<file path="config.mk">
export PLATFORM = sky130hd
export DESIGN_NAME = vgm_sound_write_logger_top
export DESIGN_NICKNAME = d
export VERILOG_FILES = /design/src/design/vswl_pkg.sv /design/src/design/vswl_ctrl.sv /design/src/design/vswl_dp.sv /design/src/design/vgm_sound_write_logger_top.sv
export SDC_FILE = /design/constraint.sdc
export NUM_CORES = 2
export LEC_CHECK = 0
export ABC_CLOCK_PERIOD_IN_PS = 8500
export BUFFER_PORTS_ARGS = -buffer_cell sky130_fd_sc_hd__buf_2
export CAP_MARGIN = 30
export CORE_ASPECT_RATIO = 1.4
export CORE_MARGIN = 1
export CORE_UTILIZATION = 40
export CTS_BUF_LIST = sky130_fd_sc_hd__clkbuf_4 sky130_fd_sc_hd__clkbuf_8
export DETAILED_ROUTE_END_ITERATION = 6
export REMOVE_ABC_BUFFERS = 1
export SLEW_MARGIN = 20
export SYNTH_ARGS = -nofsm -noshare
export SYNTH_HDL_FRONTEND = slang
export SYNTH_SLANG_ARGS = --single-unit
</file>
<file path="constraint.sdc">
create_clock -name clk -period 8.5 [get_ports clk]
set_clock_uncertainty 0.2 [all_clocks]
set_input_delay 0.85 -clock clk [delete_from_list [all_inputs] [get_ports clk]]
set_output_delay 0.85 -clock clk [all_outputs]
set_load 0.1 [all_outputs]
</file>
<file path="src/design/vswl_pkg.sv">
// ============================================================================
// vswl_pkg - shared types and constants for the VGM write logger
// Command codes, VGM opcodes, timing constants and the control/status
// structs passed between controller and datapath.
// ============================================================================
package vswl_pkg;

	// Input command codes
	localparam logic [2:0] CMD_ADVANCE    = 3'd0;
	localparam logic [2:0] CMD_PSG_STEREO = 3'd1;
	localparam logic [2:0] CMD_PSG        = 3'd2;
	localparam logic [2:0] CMD_FM         = 3'd3;
	localparam logic [2:0] CMD_END        = 3'd4;
	localparam logic [2:0] CMD_RESTART    = 3'd5;

	// Configuration register indexes
	localparam logic [1:0] CFG_LOGGING  = 2'd0;
	localparam logic [1:0] CFG_ACCURATE = 2'd1;
	localparam logic [1:0] CFG_PAL      = 2'd2;

	// VGM opcodes
	localparam logic [7:0] OP_WAIT       = 8'h61;
	localparam logic [7:0] OP_WAIT_NTSC  = 8'h62;
	localparam logic [7:0] OP_WAIT_PAL   = 8'h63;
	localparam logic [7:0] OP_PSG_STEREO = 8'h4f;
	localparam logic [7:0] OP_PSG        = 8'h50;
	localparam logic [7:0] OP_FM         = 8'h51;
	localparam logic [7:0] OP_END        = 8'h66;

	// Command lengths in bytes
	localparam logic [1:0] LEN_ONE   = 2'd1;
	localparam logic [1:0] LEN_TWO   = 2'd2;
	localparam logic [1:0] LEN_THREE = 2'd3;

	// Cycle to sample conversion: samples = cycles * RATE_MUL / CHIP_DIV
	localparam logic [17:0] CHIP_DIV = 18'd179208;
	localparam logic [11:0] RATE_MUL = 12'd2205;

	// Frame lengths, long-wait threshold, chunk size and backlog cap
	localparam logic [9:0]  NTSC_FRAME  = 10'd735;
	localparam logic [9:0]  PAL_FRAME   = 10'd882;
	localparam logic [11:0] LONG_LIMIT  = 12'd2646;
	localparam logic [15:0] CHUNK       = 16'hffff;
	localparam logic [21:0] BACKLOG_MAX = 22'd4128705;

	// Datapath widths
	localparam int ACC_W  = 28;	// fraction + 65535 * 2205
	localparam int QUO_W  = 10;	// quotient at most 807
	localparam int REM_W  = 19;	// remainder before correction, below 2 * CHIP_DIV
	localparam int FRAC_W = 18;
	localparam int BL_W   = 24;

	// Reciprocal of CHIP_DIV, scaled by 2^RECIP_SHIFT
	localparam int RECIP_W     = 21;
	localparam int RECIP_SHIFT = 38;
	localparam logic [RECIP_W-1:0] RECIP =
		RECIP_W'((64'd1 << RECIP_SHIFT) / 64'(CHIP_DIV));
	localparam int PROD_W = ACC_W + RECIP_W;

	// Controller states
	typedef enum logic [2:0] {
		ST_IDLE,
		ST_RECIP,
		ST_REM,
		ST_FIX,
		ST_SUM,
		ST_WAIT
	} state_t;

	// Controller to datapath commands
	typedef struct packed {
		logic load_acc;
		logic use_offset;
		logic clear;
		logic do_recip;
		logic do_rem;
		logic do_fix;
		logic do_sum;
		logic sum_adv;
		logic emit_wait;
		logic emit_cmd;
	} dp_ctrl_t;

	// Datapath to controller status
	typedef struct packed {
		logic wait_pending;
		logic logging_enabled;
	} dp_stat_t;

endpackage

</file>
<file path="src/design/vswl_ctrl.sv">
// ============================================================================
// vswl_ctrl - sequencing controller for the VGM write logger
// Walks each item through the division steps, then for a logged write or end
// hands out the pending waits and that command one per cycle while the output is free.
// ============================================================================
module vswl_ctrl
	import vswl_pkg::*;
(
	input  logic     clk,
	input  logic     arst_n,
	input  logic     in_valid,
	output logic     in_stall,
	input  logic [2:0] cmd,
	output logic     out_valid,
	input  logic     out_stall,
	output dp_ctrl_t ctl,
	input  dp_stat_t stat
);

	state_t state_q, state_d;
	logic   adv_q, adv_d;
	logic   out_valid_q;
	logic   out_free;
	logic   out_load;

	// Output stage can take a new command when empty or being drained
	assign out_free  = !out_valid_q || !out_stall;
	assign in_stall  = (state_q != ST_IDLE);
	assign out_valid = out_valid_q;
	assign out_load  = ctl.emit_wait || ctl.emit_cmd;

	// State and flag registers
	always_ff @(posedge clk or negedge arst_n) begin
		if (!arst_n) begin
			state_q     <= ST_IDLE;
			adv_q       <= 1'b0;
			out_valid_q <= 1'b0;
		end else begin
			state_q <= state_d;
			adv_q   <= adv_d;
			if (out_load)
				out_valid_q <= 1'b1;
			else if (!out_stall)
				out_valid_q <= 1'b0;
		end
	end

	// Next state and commands
	always_comb begin
		state_d = state_q;
		adv_d   = adv_q;
		ctl     = '0;
		case (state_q)
			ST_IDLE: begin
				if (in_valid) begin
					case (cmd)
						CMD_ADVANCE: begin
							ctl.load_acc = 1'b1;
							adv_d        = 1'b1;
							state_d      = ST_RECIP;
						end
						CMD_PSG_STEREO, CMD_PSG, CMD_FM, CMD_END: begin
							if (stat.logging_enabled) begin
								ctl.load_acc   = 1'b1;
								ctl.use_offset = 1'b1;
								adv_d          = 1'b0;
								state_d        = ST_RECIP;
							end
						end
						CMD_RESTART: begin
							ctl.clear = 1'b1;
						end
						default: begin
							// unused codes are dropped
						end
					endcase
				end
			end
			ST_RECIP: begin
				ctl.do_recip = 1'b1;
				state_d      = ST_REM;
			end
			ST_REM: begin
				ctl.do_rem = 1'b1;
				state_d    = ST_FIX;
			end
			ST_FIX: begin
				ctl.do_fix = 1'b1;
				state_d    = ST_SUM;
			end
			ST_SUM: begin
				ctl.do_sum  = 1'b1;
				ctl.sum_adv = adv_q;
				state_d     = adv_q ? ST_IDLE : ST_WAIT;
			end
			ST_WAIT: begin
				if (out_free) begin
					if (stat.wait_pending) begin
						ctl.emit_wait = 1'b1;
					end else begin
						ctl.emit_cmd = 1'b1;
						state_d      = ST_IDLE;
					end
				end
			end
			default: begin
				state_d = ST_IDLE;
			end
		endcase
	end

endmodule

</file>
<file path="src/design/vswl_dp.sv">
// ============================================================================
// vswl_dp - datapath for the VGM write logger
// Holds configuration, sample backlog, fraction and total, the division by
// the clock ratio (reciprocal multiply plus one correction) and the output
// command register.
// ============================================================================
module vswl_dp
	import vswl_pkg::*;
(
	input  logic        clk,
	input  logic        arst_n,
	input  logic        cfg_we,
	input  logic [1:0]  cfg_index,
	input  logic        cfg_data,
	input  logic [2:0]  cmd,
	input  logic [15:0] cycle_count,
	input  logic [15:0] cpu_offset,
	input  logic [7:0]  reg_addr,
	input  logic [7:0]  reg_data,
	input  dp_ctrl_t    ctl,
	output dp_stat_t    stat,
	output logic [7:0]  opcode,
	output logic [7:0]  arg_first,
	output logic [7:0]  arg_second,
	output logic [1:0]  byte_count,
	output logic [31:0] total_samples,
	output logic        last
);

	// Configuration
	logic logging_q, accurate_q, pal_q;

	// Architectural state
	logic signed [BL_W-1:0] backlog_q;
	logic [FRAC_W-1:0]      frac_q;
	logic [31:0]            total_q;

	// Working registers
	logic [2:0]             cmd_q;
	logic [7:0]             addr_q, data_q;
	logic [ACC_W-1:0]       acc_q;
	logic [QUO_W-1:0]       quo_q;
	logic [REM_W-1:0]       rem_q;
	logic signed [BL_W-1:0] pend_q;
	logic [1:0]             frames_q;
	logic                   exact_q;

	// Output register
	logic [7:0]  opcode_q, arg1_q, arg2_q;
	logic [1:0]  len_q;
	logic [31:0] total_out_q;
	logic        last_q;

	logic [15:0]            acc_x;
	logic [ACC_W-1:0]       acc_d;
	logic [PROD_W-1:0]      recip_prod;
	logic [ACC_W-1:0]       quo_times_div;
	logic [ACC_W-1:0]       rem_full;
	logic signed [BL_W-1:0] sum_s;
	logic signed [BL_W-1:0] now_s;
	logic signed [BL_W-1:0] frame_s;
	logic [9:0]             frame_len;
	logic [1:0]             frames_d;
	logic [15:0]            wait_v;
	logic [7:0]             w_op, w_a1, w_a2;
	logic [1:0]             w_len;
	logic [7:0]             c_op, c_a1, c_a2;
	logic [1:0]             c_len;

	// Frame length for the current TV standard
	assign frame_len = pal_q ? PAL_FRAME : NTSC_FRAME;
	assign frame_s   = BL_W'(frame_len);

	// Fraction plus cycles times the sample ratio numerator
	assign acc_x = ctl.use_offset ? cpu_offset : cycle_count;
	assign acc_d = ACC_W'(frac_q) + ACC_W'(acc_x) * ACC_W'(RATE_MUL);

	// Quotient estimate, never above the true quotient
	assign recip_prod = PROD_W'(acc_q) * PROD_W'(RECIP);

	// Remainder against the estimate
	assign quo_times_div = ACC_W'(quo_q) * ACC_W'(CHIP_DIV);
	assign rem_full      = acc_q - quo_times_div;

	// New whole-sample count, capped
	assign sum_s = backlog_q + $signed(BL_W'(quo_q));
	assign now_s = (sum_s > $signed(BL_W'(BACKLOG_MAX))) ? $signed(BL_W'(BACKLOG_MAX)) : sum_s;

	// Whole frames in a short wait (three at most)
	always_comb begin
		if (now_s >= frame_s * 3)
			frames_d = 2'd3;
		else if (now_s >= frame_s * 2)
			frames_d = 2'd2;
		else if (now_s >= frame_s)
			frames_d = 2'd1;
		else
			frames_d = 2'd0;
	end

	// Next wait: a chunk, the remainder or one frame
	always_comb begin
		if (!exact_q)
			wait_v = 16'(frame_len);
		else if (pend_q > $signed(BL_W'(CHUNK)))
			wait_v = CHUNK;
		else
			wait_v = pend_q[15:0];
	end

	// Wait command encoding, short forms for one whole frame
	always_comb begin
		w_a1  = 8'd0;
		w_a2  = 8'd0;
		w_len = LEN_ONE;
		if (wait_v == 16'(NTSC_FRAME)) begin
			w_op = OP_WAIT_NTSC;
		end else if (wait_v == 16'(PAL_FRAME)) begin
			w_op = OP_WAIT_PAL;
		end else begin
			w_op  = OP_WAIT;
			w_a1  = wait_v[7:0];
			w_a2  = wait_v[15:8];
			w_len = LEN_THREE;
		end
	end

	// Register-write command encoding
	always_comb begin
		c_a1  = 8'd0;
		c_a2  = 8'd0;
		case (cmd_q)
			CMD_PSG_STEREO: begin
				c_op  = OP_PSG_STEREO;
				c_a1  = data_q;
				c_len = LEN_TWO;
			end
			CMD_PSG: begin
				c_op  = OP_PSG;
				c_a1  = data_q;
				c_len = LEN_TWO;
			end
			CMD_FM: begin
				c_op  = OP_FM;
				c_a1  = addr_q;
				c_a2  = data_q;
				c_len = LEN_THREE;
			end
			default: begin
				c_op  = OP_END;
				c_len = LEN_ONE;
			end
		endcase
	end

	// Status to the controller
	assign stat.logging_enabled = logging_q;
	assign stat.wait_pending    = exact_q ? (pend_q > 0) : (frames_q != 2'd0);

	// Configuration and architectural state
	always_ff @(posedge clk or negedge arst_n) begin
		if (!arst_n) begin
			logging_q  <= 1'b0;
			accurate_q <= 1'b0;
			pal_q      <= 1'b0;
			backlog_q  <= '0;
			frac_q     <= '0;
			total_q    <= '0;
		end else begin
			if (cfg_we) begin
				case (cfg_index)
					CFG_LOGGING:  logging_q  <= cfg_data;
					CFG_ACCURATE: accurate_q <= cfg_data;
					CFG_PAL:      pal_q      <= cfg_data;
					default: begin
						// no register here
					end
				endcase
			end
			if (ctl.clear) begin
				backlog_q <= '0;
				frac_q    <= '0;
				total_q   <= '0;
			end
			if (ctl.do_sum && ctl.sum_adv) begin
				backlog_q <= now_s;
				frac_q    <= rem_q[FRAC_W-1:0];
			end
			if (ctl.emit_wait) begin
				backlog_q <= backlog_q - $signed(BL_W'(wait_v));
				total_q   <= total_q + 32'(wait_v);
			end
		end
	end

	// Working registers and output command register
	always_ff @(posedge clk) begin
		if (ctl.load_acc) begin
			acc_q  <= acc_d;
			cmd_q  <= cmd;
			addr_q <= reg_addr;
			data_q <= reg_data;
		end
		if (ctl.do_recip)
			quo_q <= recip_prod[RECIP_SHIFT +: QUO_W];
		if (ctl.do_rem)
			rem_q <= rem_full[REM_W-1:0];
		// one correction step brings the remainder below the divisor
		if (ctl.do_fix && (rem_q >= REM_W'(CHIP_DIV))) begin
			quo_q <= quo_q + QUO_W'(1);
			rem_q <= rem_q - REM_W'(CHIP_DIV);
		end
		if (ctl.do_sum && !ctl.sum_adv) begin
			pend_q   <= now_s;
			exact_q  <= accurate_q || (now_s > $signed(BL_W'(LONG_LIMIT)));
			frames_q <= frames_d;
		end
		if (ctl.emit_wait) begin
			if (exact_q)
				pend_q <= pend_q - $signed(BL_W'(wait_v));
			else
				frames_q <= frames_q - 2'd1;
			opcode_q    <= w_op;
			arg1_q      <= w_a1;
			arg2_q      <= w_a2;
			len_q       <= w_len;
			total_out_q <= total_q + 32'(wait_v);
			last_q      <= 1'b0;
		end
		if (ctl.emit_cmd) begin
			opcode_q    <= c_op;
			arg1_q      <= c_a1;
			arg2_q      <= c_a2;
			len_q       <= c_len;
			total_out_q <= total_q;
			last_q      <= 1'b1;
		end
	end

	assign opcode        = opcode_q;
	assign arg_first     = arg1_q;
	assign arg_second    = arg2_q;
	assign byte_count    = len_q;
	assign total_samples = total_out_q;
	assign last          = last_q;

endmodule

</file>
<file path="src/design/vgm_sound_write_logger_top.sv">
// ============================================================================
// vgm_sound_write_logger_top - VGM command stream writer
// Converts emulated sound-chip register writes into VGM commands, inserting
// the pending sample wait before each write or end marker.
// ============================================================================
//
//  Channel | Handshake           | Payload
//  --------+---------------------+------------------------------------------
//  cfg     | cfg_we              | cfg_index, cfg_data
//  in      | in_valid / in_stall | cmd, cycle_count, cpu_offset, reg_addr,
//          |                     | reg_data
//  out     | out_valid/out_stall | opcode, arg_first, arg_second, byte_count,
//          |                     | total_samples, last
//
//  An advance item goes through accept, reciprocal multiply, remainder multiply,
//  correction and backlog sum. A logged write or end goes through the same
//  steps, then issues its commands (up to 64) one per cycle while out_stall
//  is low. Restart and ignored items end at accept. Output is a single
//  register, so a new item is taken while the last command waits downstream.
//  Reset clears configuration, backlog, fraction and sample total.
//
module vgm_sound_write_logger_top
	import vswl_pkg::*;
(
	input  logic        clk,
	input  logic        arst_n,
	input  logic        cfg_we,
	input  logic [1:0]  cfg_index,
	input  logic        cfg_data,
	input  logic        in_valid,
	output logic        in_stall,
	input  logic [2:0]  cmd,
	input  logic [15:0] cycle_count,
	input  logic [15:0] cpu_offset,
	input  logic [7:0]  reg_addr,
	input  logic [7:0]  reg_data,
	output logic        out_valid,
	input  logic        out_stall,
	output logic [7:0]  opcode,
	output logic [7:0]  arg_first,
	output logic [7:0]  arg_second,
	output logic [1:0]  byte_count,
	output logic [31:0] total_samples,
	output logic        last
);

	dp_ctrl_t ctl;
	dp_stat_t stat;

	// Sequencer
	vswl_ctrl u_ctrl (
		.clk       (clk),
		.arst_n    (arst_n),
		.in_valid  (in_valid),
		.in_stall  (in_stall),
		.cmd       (cmd),
		.out_valid (out_valid),
		.out_stall (out_stall),
		.ctl       (ctl),
		.stat      (stat)
	);

	// Arithmetic, state and output register
	vswl_dp u_dp (
		.clk           (clk),
		.arst_n        (arst_n),
		.cfg_we        (cfg_we),
		.cfg_index     (cfg_index),
		.cfg_data      (cfg_data),
		.cmd           (cmd),
		.cycle_count   (cycle_count),
		.cpu_offset    (cpu_offset),
		.reg_addr      (reg_addr),
		.reg_data      (reg_data),
		.ctl           (ctl),
		.stat          (stat),
		.opcode        (opcode),
		.arg_first     (arg_first),
		.arg_second    (arg_second),
		.byte_count    (byte_count),
		.total_samples (total_samples),
		.last          (last)
	);

endmodule
</file>
==> results by group <==
Outcome
  – Status: completed

Die
  – Core area: 71550 um2
  – Initial Util: 40.43%
  – Die Y: 320.2 um
  – FP Rows: 116
  – Die width: 229.3 um
  – I/O pin total: 120
  – Die area: 73420 um2

Global route
  – Initial antenna violation count: 0
  – Number of global-route vias before repair: 21874
  – First-pass GRT wire length: 116400 um
  – GRT Total Usage: 19.94%
  – Largest net degree at the start of global routing: 62
  – Global route total overflow: 0

Logic synthesis
  – Post-Syn Instances: 2994
  – Synth Cell Area: 28930 um2
  – Register area share after synthesis: 22.77%
  – Number of synthesized flops with an enable pin: 133
  – Netlist cell types: 90
  – #FFs+latches synth: 242
  – Top_reg_cell synth: edfxtp_1
  – Syn Area/Cell: 9.663 um2
  – Synth async-reset ratio: 33.88%
  – Synth warn: 0

Finish
  – Nets: 3861
  – Commonest cells after routing, fill and taps aside: 586 x inv_1, 383 x ha_1, 328 x fa_1
  – Final Core Density: 43.91%
  – Antenna cells: 0
  – Design area: 31420 um2
  – Share of layout cells above drive strength 1: 8.794%
  – Final Non-Filler Cells: 4071
  – Most common cell after layout, fill and taps aside: inv_1
  – Synth-to-Final Area Change: 8.602%

Route
  – Post-route antenna net violation count: 0
  – Wire per inst: 17.58 um
  – DRT iter0 DRCs: 1043
  – Post-Route WL: 71580 um
  – # DRC: 0
  – Drt first pass iters: 7
  – DR vias: 21180
  – Via density: 5.203

Clock network
  – H-tree levels: 2
  – CTS Buf Count: 44
  – Clock latency on the worst-skew pair: 620 ps
  – Root Driver: clkbuf_8
  – Clk sink count: 242
  – CTS tree: built
  – Post-cts sizing count: 0
  – Setup Buffers After CTS: 0
  – Post-CTS Hold Buffers: 1
  – Clock Tree Buf Depth: 3
  – Reg clk slew, reported paths: 60 ps

Critical path
  – Worst Setup Start Kind: flop
  – Crit Reg-Reg Startpoint: u_ctrl.state_q[0]$_DFFE_PN0P_
  – Setup CP Type: flop to flop
  – FF-to-FF End: u_dp.acc_q[26]$_DFFE_PP_
  – Reg2reg setup slack: 750 ps
  – End of the critical path: u_dp.acc_q[26]$_DFFE_PP_
  – Crit path from: u_ctrl.state_q[0]$_DFFE_PN0P_
  – Crit path max fanout: 12
  – Worst R2R Path Depth: 22
  – Crit path DAT: 7860 ps
  – WP data required: 8610 ps
  – Crit end category: flop

Placed design
  – Placed Cells: 3988
  – Placed standard-cell area: 30480 um2
  – HPWL after DPL: 59690 um
  – # port buffers: 117
  – Gpl congestion: 0.9335

STA
  – Setup_tns: 0 ps
  – Period minus WS final: 7749 ps
  – Slew @ Worst Pin: 1073 ps
  – Final setup viols: 0
  – Final hold vios: 0
  – Fin crit share: 91.17%
  – FMAX: 129.0 MHz
  – Final Max Tran Viols: 0
  – RSZ-0062 raised after global routing: no
  – Worst slew margin: 28.22%

Run
  – Number of max-cap violations: 0

Min path
  – Hold Path Class: primary input to flop
==> metal layers <==
layer	part of all wire, %	global-route usage (%)	up-vias
li1	-	-	10261
met1	40	22.96	10388
met2	54	37.62	388
met3	2.3	1.734	143
met4	4.1	8.000	0
met5	0	0	-
==> worst max-delay path, cell delays in order (launching register included) <==
cell	delay [ps]
dfrtp_1	470
nor3_1	530
nand4_1	430
buf_4	330
mux2_2	360
ha_1	310
inv_1	80
fa_1	440
fa_1	530
fa_1	440
fa_1	550
inv_1	40
ha_1	240
a2111oi_1	530
o31a_1	290
a31oi_1	170
a211oi_1	380
nor2_1	90
o21ai_0	150
nand2b_1	80
and4_1	190
a2111oi_0	510
xnor2_1	110
==> registers in the layout, indices dropped and copies added, names as in the netlist, 3 cells and up <==
| signal | flops |
|---|---|
| u_dp.data_q | 8 |
| u_ctrl.state_q | 3 |
| u_dp.total_q | 32 |
| u_dp.opcode | 6 |
| u_dp.backlog_q | 24 |
| u_dp.rem_q | 19 |
| u_dp.arg_second | 8 |
| u_dp.addr_q | 8 |
| u_dp.acc_q | 28 |
| u_dp.cmd_q | 3 |
| u_dp.pend_q | 24 |
| u_dp.frac_q | 18 |
| u_dp.quo_q | 10 |
| u_dp.arg_first | 8 |
| u_dp.total_samples | 32 |
==> metrics by stage <==
step,hold WS [ps],worst slack [ps]
6_report,220.4,750.6
3_3_place_gp,235.0,650.6
4_1_cts,179.0,687.4
5_1_grt,189.6,146.1
3_5_place_dp,233.7,534.2
2_1_floorplan,232.0,1111
==> cell type report <==
type                       instances  area [um2]
clock buffer                      59       749.5
clock inverter                    23       176.4
fill                            6959       40130
inverter                         588        2207
multi-input combinational       2076       19750
sequential                       242        6586
tap                              944        1181
timing repair buffer             139       768.2
==> synthesized netlist by cell type, drive strengths merged (18+ instances only) <==
master | instances | area share, %
clkbuf | 56 | 0.73
ha | 383 | 17
a21oi | 117 | 2.0
nand2b | 19 | 0.41
a21o | 32 | 0.83
nor3 | 46 | 0.80
xor2 | 59 | 1.8
nor2 | 129 | 1.7
nor2b | 22 | 0.48
xnor2 | 92 | 2.8
mux2 | 18 | 0.70
inv | 587 | 7.6
and3 | 21 | 0.45
dfrtp | 82 | 7.1
buf | 32 | 0.71
edfxtp | 133 | 14
nand2 | 189 | 2.5
fa | 328 | 23
nand3 | 96 | 1.7
a31oi | 19 | 0.41
o21a | 19 | 0.49
o21ai | 159 | 2.8
dfxtp | 27 | 1.9
o31ai | 30 | 0.78
nand4 | 20 | 0.43
o211ai | 21 | 0.54
==> worst min-delay path by stage <==
stage                                 start                         end  slack, ps  cells after the start
CTS                             reg_addr[4]    u_dp.addr_q[4]$_DFFE_PP_        180                      1
global placement     u_dp.last$_SDFFE_PP1P_      u_dp.last$_SDFFE_PP1P_        230                      2
floorplan           u_dp.rem_q[0]$_DFFE_PP_  u_dp.frac_q[0]$_DFFE_PN0P_        230                      2
global route                    reg_addr[7]    u_dp.addr_q[7]$_DFFE_PP_        190                      1
finish                          reg_addr[4]    u_dp.addr_q[4]$_DFFE_PP_        220                      1
detailed placement   u_dp.last$_SDFFE_PP1P_      u_dp.last$_SDFFE_PP1P_        230                      2
==> cell families after synthesis <==
group / synth area share (%)
simple gates: 10.82
xor+xnor: 4.571
fa+ha+maj: 39.29
mux: 1.012
compound gates: 12.45
flops: 22.77
other cells: 0.02596
buf+inv: 9.065
Power is not shown: default switching activity piles up to over one toggle a cycle in this logic, so the estimate is an artifact.
